==> src/sv/aptr_pkg.sv <==
`timescale 1ns / 1ps
// ----------------------------------------------------------------------------
// aptr_pkg
// Shared types and constants for the access point table rank unit.
// ----------------------------------------------------------------------------
package aptr_pkg;

    localparam int DEF_ENTRIES = 16;
    localparam logic [31:0] TTL_RESET = 32'd30000;
    localparam logic [7:0] RSSI_CEILING = 8'sd127;

    localparam logic [1:0] CMD_OBSERVE = 2'd0;
    localparam logic [1:0] CMD_AGE     = 2'd1;
    localparam logic [1:0] CMD_RANK    = 2'd2;

    // one table record as held in the entry RAM
    typedef struct packed {
        logic [47:0] bssid;
        logic [7:0]  rssi;
        logic [7:0]  channel;
        logic [31:0] seen_ms;
    } rec_t;

    localparam int REC_W = $bits(rec_t);

    typedef struct packed {
        logic [1:0]  cmd;
        logic [47:0] bssid;
        logic [7:0]  rssi;
        logic [7:0]  channel;
        logic [7:0]  ssid_length;
        logic [31:0] now_ms;
        logic [3:0]  rank;
    } item_t;

    typedef struct packed {
        logic        stored;
        logic [3:0]  slot_used;
        logic [4:0]  entry_count;
        logic [31:0] change_count;
        logic        found;
        rec_t        hit;
    } result_t;

endpackage

==> src/sv/ap_table_rssi_evict_rank_unit.sv <==
`timescale 1ns / 1ps
// ----------------------------------------------------------------------------
// ap_table_rssi_evict_rank_unit
// Access point table: observe / age / rank over a RAM-held entry table.
// ----------------------------------------------------------------------------
// channel   | handshake            | payload
// s_ (item) | s_valid / s_ready    | cmd, bssid, rssi, channel, ssid_length,
//           |                      | now_ms, rank
// m_ (res)  | m_valid / m_ready    | stored, slot_used, entry_count,
//           |                      | change_count, found, hit_*
// cfg       | cfg_valid / cfg_ready| cfg_data -> ttl_ms
//
// Sequence from accept to next accept (N = entries): observe issues N reads
// into the registered RAM read, checks each entry as its data returns, then
// passes through the decide/write, done and idle states; age has no decide.
// Rank runs up to rank+1 passes over the N entries, each finding the next
// entry in descending RSSI order and ending in the decide state.
// Empty-SSID observe and unused commands go straight from idle to done.
// Reset: synchronous active low; clears valid bits, entry count, generation
// count and ttl_ms to 30000. Entry RAM contents are not cleared.
// Stalls: the result sits in an output register; the next item is taken while
// it waits. A second result waits in the sequencer until m_ready frees it.
// ----------------------------------------------------------------------------
module ap_table_rssi_evict_rank_unit #(
    parameter int TABLE_ENTRIES = aptr_pkg::DEF_ENTRIES
) (
    input  logic        aclk,
    input  logic        aresetn,
    input  logic        s_valid,
    output logic        s_ready,
    input  logic [1:0]  s_cmd,
    input  logic [47:0] s_bssid,
    input  logic signed [7:0] s_rssi,
    input  logic [7:0]  s_channel,
    input  logic [7:0]  s_ssid_length,
    input  logic [31:0] s_now_ms,
    input  logic [3:0]  s_rank,
    output logic        m_valid,
    input  logic        m_ready,
    output logic        m_stored,
    output logic [3:0]  m_slot_used,
    output logic [4:0]  m_entry_count,
    output logic [31:0] m_change_count,
    output logic        m_found,
    output logic [47:0] m_hit_bssid,
    output logic signed [7:0] m_hit_rssi,
    output logic [7:0]  m_hit_channel,
    output logic [31:0] m_hit_seen_ms,
    input  logic        cfg_valid,
    output logic        cfg_ready,
    input  logic [31:0] cfg_data
);

    aptr_pkg::item_t   item;
    aptr_pkg::result_t res;
    aptr_pkg::result_t out_reg, out_next;
    logic              out_v_reg, out_v_next;
    logic [31:0]       ttl_reg, ttl_next;
    logic              res_valid;
    logic              res_ready;

    assign item = '{cmd: s_cmd, bssid: s_bssid, rssi: s_rssi, channel: s_channel,
                    ssid_length: s_ssid_length, now_ms: s_now_ms, rank: s_rank};

    aptr_ctrl #(
        .TABLE_ENTRIES (TABLE_ENTRIES)
    ) u_ctrl (
        .clk       (aclk),
        .rst_n     (aresetn),
        .in_valid  (s_valid),
        .in_ready  (s_ready),
        .in_item   (item),
        .ttl       (ttl_reg),
        .res_valid (res_valid),
        .res_ready (res_ready),
        .res       (res)
    );

    // output register: refills in the same cycle it drains
    assign res_ready = !out_v_reg || m_ready;

    always_comb begin
        out_next   = out_reg;
        out_v_next = out_v_reg;
        if (m_ready) begin
            out_v_next = 1'b0;
        end
        if (res_valid && res_ready) begin
            out_next   = res;
            out_v_next = 1'b1;
        end
        ttl_next = cfg_valid ? cfg_data : ttl_reg;
    end

    always_ff @(posedge aclk) begin
        if (!aresetn) begin
            out_v_reg <= 1'b0;
            ttl_reg   <= aptr_pkg::TTL_RESET;
        end else begin
            out_v_reg <= out_v_next;
            ttl_reg   <= ttl_next;
        end
        out_reg <= out_next;
    end

    assign cfg_ready      = 1'b1;
    assign m_valid        = out_v_reg;
    assign m_stored       = out_reg.stored;
    assign m_slot_used    = out_reg.slot_used;
    assign m_entry_count  = out_reg.entry_count;
    assign m_change_count = out_reg.change_count;
    assign m_found        = out_reg.found;
    assign m_hit_bssid    = out_reg.hit.bssid;
    assign m_hit_rssi     = out_reg.hit.rssi;
    assign m_hit_channel  = out_reg.hit.channel;
    assign m_hit_seen_ms  = out_reg.hit.seen_ms;

    // a stored observe leaves at least one valid entry
    assert property (@(posedge aclk) disable iff (!aresetn)
        m_valid && m_stored |-> m_entry_count != 5'd0)
        else $error("stored result with empty table");

    // a rank hit comes with a non-empty table and never with a store
    assert property (@(posedge aclk) disable iff (!aresetn)
        m_valid && m_found |-> m_entry_count != 5'd0 && !m_stored)
        else $error("rank hit inconsistent with count or stored");

    // the sequencer never offers a result while taking a new item
    assert property (@(posedge aclk) disable iff (!aresetn)
        !(s_ready && res_valid))
        else $error("sequencer idle and done at once");

endmodule

==> src/sv/aptr_ram.sv <==
`timescale 1ns / 1ps
// ----------------------------------------------------------------------------
// aptr_ram
// Generic single-write, single-read RAM with registered read data.
// ----------------------------------------------------------------------------
module aptr_ram #(
    parameter int WIDTH = 8,
    parameter int DEPTH = 16
) (
    input  logic                     clk,
    input  logic                     we,
    input  logic [$clog2(DEPTH)-1:0] waddr,
    input  logic [WIDTH-1:0]         wdata,
    input  logic [$clog2(DEPTH)-1:0] raddr,
    output logic [WIDTH-1:0]         rdata
);

    logic [WIDTH-1:0] mem [DEPTH];

    always_ff @(posedge clk) begin
        if (we) begin
            mem[waddr] <= wdata;
        end
        rdata <= mem[raddr];
    end

endmodule

==> src/sv/aptr_ctrl.sv <==
`timescale 1ns / 1ps
// ----------------------------------------------------------------------------
// aptr_ctrl
// Sequencer: walks the entry RAM one slot per cycle for observe, age and rank.
// ----------------------------------------------------------------------------
module aptr_ctrl #(
    parameter int TABLE_ENTRIES = aptr_pkg::DEF_ENTRIES
) (
    input  logic              clk,
    input  logic              rst_n,
    input  logic              in_valid,
    output logic              in_ready,
    input  aptr_pkg::item_t   in_item,
    input  logic [31:0]       ttl,
    output logic              res_valid,
    input  logic              res_ready,
    output aptr_pkg::result_t res
);

    localparam int IW = $clog2(TABLE_ENTRIES);
    localparam int CW = $clog2(TABLE_ENTRIES + 1);
    localparam logic [IW:0] LAST_ISSUE = (IW + 1)'(TABLE_ENTRIES);
    localparam logic [IW-1:0] LAST_SLOT = IW'(TABLE_ENTRIES - 1);

    localparam logic [1:0] ST_IDLE   = 2'd0;
    localparam logic [1:0] ST_SCAN   = 2'd1;
    localparam logic [1:0] ST_DECIDE = 2'd2;
    localparam logic [1:0] ST_DONE   = 2'd3;

    logic [1:0]              state_reg, state_next;
    aptr_pkg::item_t         item_reg, item_next;
    logic [TABLE_ENTRIES-1:0] valid_reg, valid_next;
    logic [CW-1:0]           cnt_reg, cnt_next;
    logic [31:0]             gen_reg, gen_next;
    logic [IW:0]             rd_idx_reg, rd_idx_next;
    logic                    pv_reg, pv_next;
    logic [IW-1:0]           pidx_reg, pidx_next;
    // observe trackers
    logic                    match_f_reg, match_f_next;
    logic [IW-1:0]           match_s_reg, match_s_next;
    logic                    free_f_reg, free_f_next;
    logic [IW-1:0]           free_s_reg, free_s_next;
    logic                    weak_f_reg, weak_f_next;
    logic [IW-1:0]           weak_s_reg, weak_s_next;
    logic [7:0]              weak_r_reg, weak_r_next;
    // rank trackers
    logic                    prev_f_reg, prev_f_next;
    logic [7:0]              prev_r_reg, prev_r_next;
    logic [IW-1:0]           prev_s_reg, prev_s_next;
    logic                    best_f_reg, best_f_next;
    logic [7:0]              best_r_reg, best_r_next;
    logic [IW-1:0]           best_s_reg, best_s_next;
    aptr_pkg::rec_t          best_rec_reg, best_rec_next;
    logic [3:0]              pass_reg, pass_next;
    // result
    logic                    stored_reg, stored_next;
    logic [3:0]              slot_reg, slot_next;
    logic                    found_reg, found_next;
    aptr_pkg::rec_t          hit_reg, hit_next;

    logic                    ram_we;
    logic [IW-1:0]           ram_waddr;
    logic [aptr_pkg::REC_W-1:0] ram_rdata;
    aptr_pkg::rec_t          rec;
    logic                    v;
    logic [IW-1:0]           wslot;
    logic                    wgo;

    aptr_ram #(
        .WIDTH (aptr_pkg::REC_W),
        .DEPTH (TABLE_ENTRIES)
    ) u_ram (
        .clk   (clk),
        .we    (ram_we),
        .waddr (ram_waddr),
        .wdata ({item_reg.bssid, item_reg.rssi, item_reg.channel, item_reg.now_ms}),
        .raddr (rd_idx_reg[IW-1:0]),
        .rdata (ram_rdata)
    );

    assign rec = aptr_pkg::rec_t'(ram_rdata);
    assign v   = valid_reg[pidx_reg];

    always_comb begin
        state_next    = state_reg;
        item_next     = item_reg;
        valid_next    = valid_reg;
        cnt_next      = cnt_reg;
        gen_next      = gen_reg;
        rd_idx_next   = rd_idx_reg;
        pv_next       = 1'b0;
        pidx_next     = pidx_reg;
        match_f_next  = match_f_reg;
        match_s_next  = match_s_reg;
        free_f_next   = free_f_reg;
        free_s_next   = free_s_reg;
        weak_f_next   = weak_f_reg;
        weak_s_next   = weak_s_reg;
        weak_r_next   = weak_r_reg;
        prev_f_next   = prev_f_reg;
        prev_r_next   = prev_r_reg;
        prev_s_next   = prev_s_reg;
        best_f_next   = best_f_reg;
        best_r_next   = best_r_reg;
        best_s_next   = best_s_reg;
        best_rec_next = best_rec_reg;
        pass_next     = pass_reg;
        stored_next   = stored_reg;
        slot_next     = slot_reg;
        found_next    = found_reg;
        hit_next      = hit_reg;
        ram_we        = 1'b0;
        ram_waddr     = '0;
        wslot         = '0;
        wgo           = 1'b0;

        unique case (state_reg)
            ST_IDLE: begin
                if (in_valid) begin
                    item_next    = in_item;
                    rd_idx_next  = '0;
                    match_f_next = 1'b0;
                    free_f_next  = 1'b0;
                    weak_f_next  = 1'b0;
                    weak_r_next  = aptr_pkg::RSSI_CEILING;
                    prev_f_next  = 1'b0;
                    best_f_next  = 1'b0;
                    pass_next    = '0;
                    stored_next  = 1'b0;
                    slot_next    = '0;
                    found_next   = 1'b0;
                    hit_next     = '0;
                    if ((in_item.cmd == aptr_pkg::CMD_OBSERVE && in_item.ssid_length != 8'd0)
                        || in_item.cmd == aptr_pkg::CMD_AGE
                        || in_item.cmd == aptr_pkg::CMD_RANK) begin
                        state_next = ST_SCAN;
                    end else begin
                        state_next = ST_DONE;
                    end
                end
            end
            ST_SCAN: begin
                // read issue side
                if (rd_idx_reg != LAST_ISSUE) begin
                    pv_next     = 1'b1;
                    pidx_next   = rd_idx_reg[IW-1:0];
                    rd_idx_next = rd_idx_reg + (IW + 1)'(1);
                end
                // data side, in the cycle after each read is issued
                if (pv_reg) begin
                    case (item_reg.cmd)
                        aptr_pkg::CMD_OBSERVE: begin
                            if (v && rec.bssid == item_reg.bssid && !match_f_reg) begin
                                match_f_next = 1'b1;
                                match_s_next = pidx_reg;
                            end
                            if (!v && !free_f_reg) begin
                                free_f_next = 1'b1;
                                free_s_next = pidx_reg;
                            end
                            if (v && $signed(rec.rssi) < $signed(weak_r_reg)) begin
                                weak_f_next = 1'b1;
                                weak_s_next = pidx_reg;
                                weak_r_next = rec.rssi;
                            end
                        end
                        aptr_pkg::CMD_AGE: begin
                            if (v && (item_reg.now_ms - rec.seen_ms) > ttl) begin
                                valid_next[pidx_reg] = 1'b0;
                                cnt_next = cnt_reg - CW'(1);
                                gen_next = gen_reg + 32'd1;
                            end
                        end
                        default: begin
                            // rank: next entry after prev in (rssi desc, slot asc) order
                            if (v && (!prev_f_reg
                                      || $signed(rec.rssi) < $signed(prev_r_reg)
                                      || (rec.rssi == prev_r_reg && pidx_reg > prev_s_reg))
                                  && (!best_f_reg
                                      || $signed(rec.rssi) > $signed(best_r_reg))) begin
                                best_f_next   = 1'b1;
                                best_r_next   = rec.rssi;
                                best_s_next   = pidx_reg;
                                best_rec_next = rec;
                            end
                        end
                    endcase
                    if (pidx_reg == LAST_SLOT) begin
                        state_next = (item_reg.cmd == aptr_pkg::CMD_AGE) ? ST_DONE : ST_DECIDE;
                    end
                end
            end
            ST_DECIDE: begin
                if (item_reg.cmd == aptr_pkg::CMD_OBSERVE) begin
                    if (match_f_reg) begin
                        wslot = match_s_reg;
                        wgo   = 1'b1;
                    end else if (free_f_reg) begin
                        wslot = free_s_reg;
                        wgo   = 1'b1;
                    end else if (weak_f_reg && $signed(item_reg.rssi) > $signed(weak_r_reg)) begin
                        wslot = weak_s_reg;
                        wgo   = 1'b1;
                    end
                    if (wgo) begin
                        ram_we            = 1'b1;
                        ram_waddr         = wslot;
                        valid_next[wslot] = 1'b1;
                        if (!valid_reg[wslot]) begin
                            cnt_next = cnt_reg + CW'(1);
                        end
                        gen_next    = gen_reg + 32'd1;
                        stored_next = 1'b1;
                        slot_next   = 4'(wslot);
                    end
                    state_next = ST_DONE;
                end else begin
                    if (!best_f_reg) begin
                        state_next = ST_DONE;
                    end else if (pass_reg == item_reg.rank) begin
                        found_next = 1'b1;
                        hit_next   = best_rec_reg;
                        state_next = ST_DONE;
                    end else begin
                        prev_f_next = 1'b1;
                        prev_r_next = best_r_reg;
                        prev_s_next = best_s_reg;
                        best_f_next = 1'b0;
                        pass_next   = pass_reg + 4'd1;
                        rd_idx_next = '0;
                        state_next  = ST_SCAN;
                    end
                end
            end
            ST_DONE: begin
                if (res_ready) begin
                    state_next = ST_IDLE;
                end
            end
            default: state_next = ST_IDLE;
        endcase
    end

    always_ff @(posedge clk) begin
        if (!rst_n) begin
            state_reg <= ST_IDLE;
            valid_reg <= '0;
            cnt_reg   <= '0;
            gen_reg   <= '0;
            pv_reg    <= 1'b0;
        end else begin
            state_reg <= state_next;
            valid_reg <= valid_next;
            cnt_reg   <= cnt_next;
            gen_reg   <= gen_next;
            pv_reg    <= pv_next;
        end
        item_reg     <= item_next;
        rd_idx_reg   <= rd_idx_next;
        pidx_reg     <= pidx_next;
        match_f_reg  <= match_f_next;
        match_s_reg  <= match_s_next;
        free_f_reg   <= free_f_next;
        free_s_reg   <= free_s_next;
        weak_f_reg   <= weak_f_next;
        weak_s_reg   <= weak_s_next;
        weak_r_reg   <= weak_r_next;
        prev_f_reg   <= prev_f_next;
        prev_r_reg   <= prev_r_next;
        prev_s_reg   <= prev_s_next;
        best_f_reg   <= best_f_next;
        best_r_reg   <= best_r_next;
        best_s_reg   <= best_s_next;
        best_rec_reg <= best_rec_next;
        pass_reg     <= pass_next;
        stored_reg   <= stored_next;
        slot_reg     <= slot_next;
        found_reg    <= found_next;
        hit_reg      <= hit_next;
    end

    assign in_ready  = (state_reg == ST_IDLE);
    assign res_valid = (state_reg == ST_DONE);

    always_comb begin
        res              = '0;
        res.stored       = stored_reg;
        res.slot_used    = slot_reg;
        res.entry_count  = (cnt_reg > CW'(31)) ? 5'd31 : 5'(cnt_reg);
        res.change_count = gen_reg;
        res.found        = found_reg;
        res.hit          = hit_reg;
    end

endmodule

==> config.mk <==
export PLATFORM = sky130hd
export DESIGN_NAME = ap_table_rssi_evict_rank_unit
export DESIGN_NICKNAME = d
export VERILOG_FILES = /design/src/sv/aptr_pkg.sv /design/src/sv/ap_table_rssi_evict_rank_unit.sv /design/src/sv/aptr_ram.sv /design/src/sv/aptr_ctrl.sv
export SDC_FILE = /design/constraint.sdc
export NUM_CORES = 2
export LEC_CHECK = 0
export BUFFER_PORTS_ARGS = -buffer_cell sky130_fd_sc_hd__buf_2
export CORE_ASPECT_RATIO = 2
export CORE_MARGIN = 2
export CORE_UTILIZATION = 40
export DETAILED_ROUTE_END_ITERATION = 7
export HOLD_SLACK_MARGIN = 0.1
export REMOVE_ABC_BUFFERS = 1
export SLEW_MARGIN = 40
export SYNTH_ARGS = -nofsm -noshare
export SYNTH_HDL_FRONTEND = slang
export SYNTH_SLANG_ARGS = --single-unit
==> constraint.sdc <==
create_clock -name aclk -period 9.19 [get_ports aclk]
set_input_delay 0.919 -clock aclk [delete_from_list [all_inputs] [get_ports aclk]]
set_output_delay 0.919 -clock aclk [all_outputs]
set_load 0.01 [all_outputs]
==> flow_summary.toml <==
[outcome]
status = "finished clean"

[critical_path]
max_stage_delay_ns = 0.59
arrival_ns = 7.69
cp_slowest_cell = "edfxtp_1"
cp_top_family = "compound AO/OA/AOI/OAI gates"
critPathKind = "flop to flop"
end_kind = "flop"
path_cells = "inv_1 > ha_1 > inv_1 > fa_1 > a21o_1 > a21oi_1 > o21ai_0 > and2_1 > a41o_1 > a221oi_1 > o211ai_1 > o41ai_1 > xnor2_1 > ha_1 > nand4_1 > nor4_1 > o31ai_1 > a31oi_4 > o211ai_1 > buf_2 > or4_1 > o21ai_1"
cp.required_ns = 9.96
setup.worst_path.start_class = "flop"
path_buf_inv = 3
crit_fanout = 17

[global_routing]
grt_pass1_vias = 41180
antenna_found_initial = 18
grt_max_degree = 115
grt_usage_pct = 18.67
grt_pass1_wl_um = 289300
overflow = 0

[routing]
wl_per_cell_um = 27.56
antenna_left = 0
drtIter0Drc = 3590
drtPass1Iterations = 7
vias = 39220
routed_wl_um = 200200
drc = 0
viasPerCell = 5.400

[cts]
cts.clk_slew.worst_paths_ns = 0.08
clock_path_buffers = 4
clock-sinks = 2214
cts-hold-fix-buffers = 0
cts_max_level = 4
cts_buffers = 193
root_buffer = "clkbuf_16"
cts_tree = "built"
insertion_delay_ns = 0.86
post_cts_buffers = 0
cts.repair.resized = 0

[cells_and_area]
synthToLayoutAreaGrowth_pct = 13.80
final_cell_mix = "edfxtp_1, mux4_2, buf_2"
final_util_pct = 45.74
drive_above_1_share_pct = 26.56
nets = 4616
layout_commonest_cell = "edfxtp_1"
largest_reg_flops = 1536
stdcell_count = 7263
fillerInstances = 17450

[synth]
synth_area_um2 = 83670
synth.top_cells.by_area = "edfxtp_1, mux4_2, dfxtp_1"
synth_top_area_share_pct = 72.82
yosysWarningCount = 0
synth.distinct_cells = 84
synth_seq_cells = 2214
synth_edf_count = 2029
yosysSeqAreaShare_pct = 77.25
syn_inst = 3952
synth_largest_area_cell = "edfxtp_1"
async_flop_share_pct = 0
synth_ff_type = "edfxtp_1"
syn_avg_cell_area_um2 = 21.17

[placed_design]
place_hpwl_um = 111900
finalWeightedCongestion = 0.7783
portBuffers = 287
dp_cells = 6910

[timing]
slew_headroom_pct = 43.00
setup_violations = 0
timing.fmax_mhz = 144.4
worst_pin_slew_ns = 0.8549
period_share_pct = 75.34
hold_ws_ns = 0.2293
fin_skew_ns = 0.05925
finalMaxSlewViolations = 0
layout_min_cycle_time_ns = 6.924
setup_tns_ns = 0
finalHoldViolCount = 0
rsz0062_at_grt = "false"

[pwr]
swShare_pct = 28.38
p_clk_share_pct = 29.4
seqPwrFrac_pct = 46.6
power_switching_uw = 7848
internal-power_uw = 19800
powerDensity_nw_per_um2 = 290.4
ir_worst_vdd_uv = 170.9
leakagePower_uw = 0.03091
comb_power_share_pct = 24.1
power_uw = 27650

[flow_run]
maxCapViolCount = 0

[floorplan]
io_pins = 289
die_area_um2 = 213100
die_w_um = 327.4
die_h_um = 650.8
coreArea_um2 = 208200
rows = 237
initial_core_util_pct = 40.19

[hold_path]
worst_hold_path_type = "input pin to flop"
layout make-up:
| cell class | count | area, µm² | area share (%) |
|---|---|---|---|
| inverter | 120 | 450.4 | 0.4731 |
| tap | 2748 | 3438 | 3.611 |
| multi-input combinational | 1455 | 18090 | 19.00 |
| antenna | 5 | 12.51 | 0.01314 |
| sequential | 2214 | 64630 | 67.88 |
| clock inverter | 108 | 991.0 | 1.041 |
| clock buffer | 239 | 5175 | 5.435 |
| timing repair buffer | 374 | 2424 | 2.545 |
synthesized netlist by cell type (all sizes together), types with 3 or more instances:
library cell  number
nand2             61
o21ai             47
a211oi             8
clkbuf           113
o21a              26
dfxtp            185
and2              98
mux4             486
o31ai             18
or3               18
o2111ai            8
inv              118
o221ai             3
and3               9
a31oi              7
nor2b             17
edfxtp          2029
xor2              42
nor2             116
nor4              12
mux2               3
and4               3
nand4             31
mux2i             38
or2                4
nor3              20
nand2b            21
a22o               4
o21bai             3
a21oi             63
buf               50
ha               109
o22ai              3
xnor2             49
o211ai            16
nand3b             3
o311ai            15
or4                3
a21o              31
nand3             31
stage by stage:
step	cell area [µm²]	setup slack [ns]
after floorplan	82990	-7.633
after global placement	88700	2.368
after detailed placement	89000	2.240
after CTS	95170	2.203
after global routing	95200	1.778
final	95210	2.266
kinds of logic (layout without fill, tap and decap cells):
group / after synthesis / in the layout / share of synthesized area, %
fa+ha+maj: 111 / 111 / 1.678
compound gates: 270 / 270 / 2.307
mux: 527 / 527 / 13.59
simple gates: 455 / 455 / 2.873
xor+xnor: 91 / 91 / 0.9526
buf+inv: 283 / 841 / 1.353
other cells: 1 / 6 / 0.004482
flops: 2214 / 2214 / 77.25
worst register-to-register path, stage by stage (launching register included):
cell and delay (ns):
edfxtp_1 0.59, inv_1 0.16, ha_1 0.17, inv_1 0.06, fa_1 0.39, a21o_1 0.19, a21oi_1 0.31, o21ai_0 0.26
and2_1 0.26, a41o_1 0.27, a221oi_1 0.49, o211ai_1 0.27, o41ai_1 0.36, xnor2_1 0.13, ha_1 0.29, nand4_1 0.16
nor4_1 0.50, o31ai_1 0.21, a31oi_4 0.49, o211ai_1 0.33, buf_2 0.30, or4_1 0.48, o21ai_1 0.18
routing by layer:
| layer | global-route usage (%) | up-vias | part of all wire (%) |
|---|---|---|---|
| li1 | - | 16900 | - |
| met3 | 2.612 | 280 | 4.8 |
| met5 | 0 | - | 0.055 |
| met1 | 24.16 | 20970 | 41 |
| met2 | 32.94 | 1057 | 52 |
| met4 | 4.824 | 18 | 2.4 |
path summary, 6_finish.rpt:
kind                                        startpoint                      end  slack, ns  cells past startpoint
worst max register to register      u_ctrl.item_reg[4]      u_ctrl.valid_reg[7]       2.27                     22
worst min register to register  u_ctrl.u_ram.rdata[39]  u_ctrl.best_rec_reg[39]       0.40                      0
worst min-delay path                      s_now_ms[19]      u_ctrl.item_reg[23]       0.23                      1
worst max-delay path                u_ctrl.item_reg[4]      u_ctrl.valid_reg[7]       2.27                     22
power groups by stage:
stage	combinational, µW	sequential [µW]	clock [µW]
after global placement	6680	13100	0
after detailed placement	6800	13100	0
final	6650	12900	8120
after CTS	6820	12900	8320
after floorplan	5480	13500	0
after global routing	7230	13000	8640
Note: power is estimated with default switching activity, not from simulation.
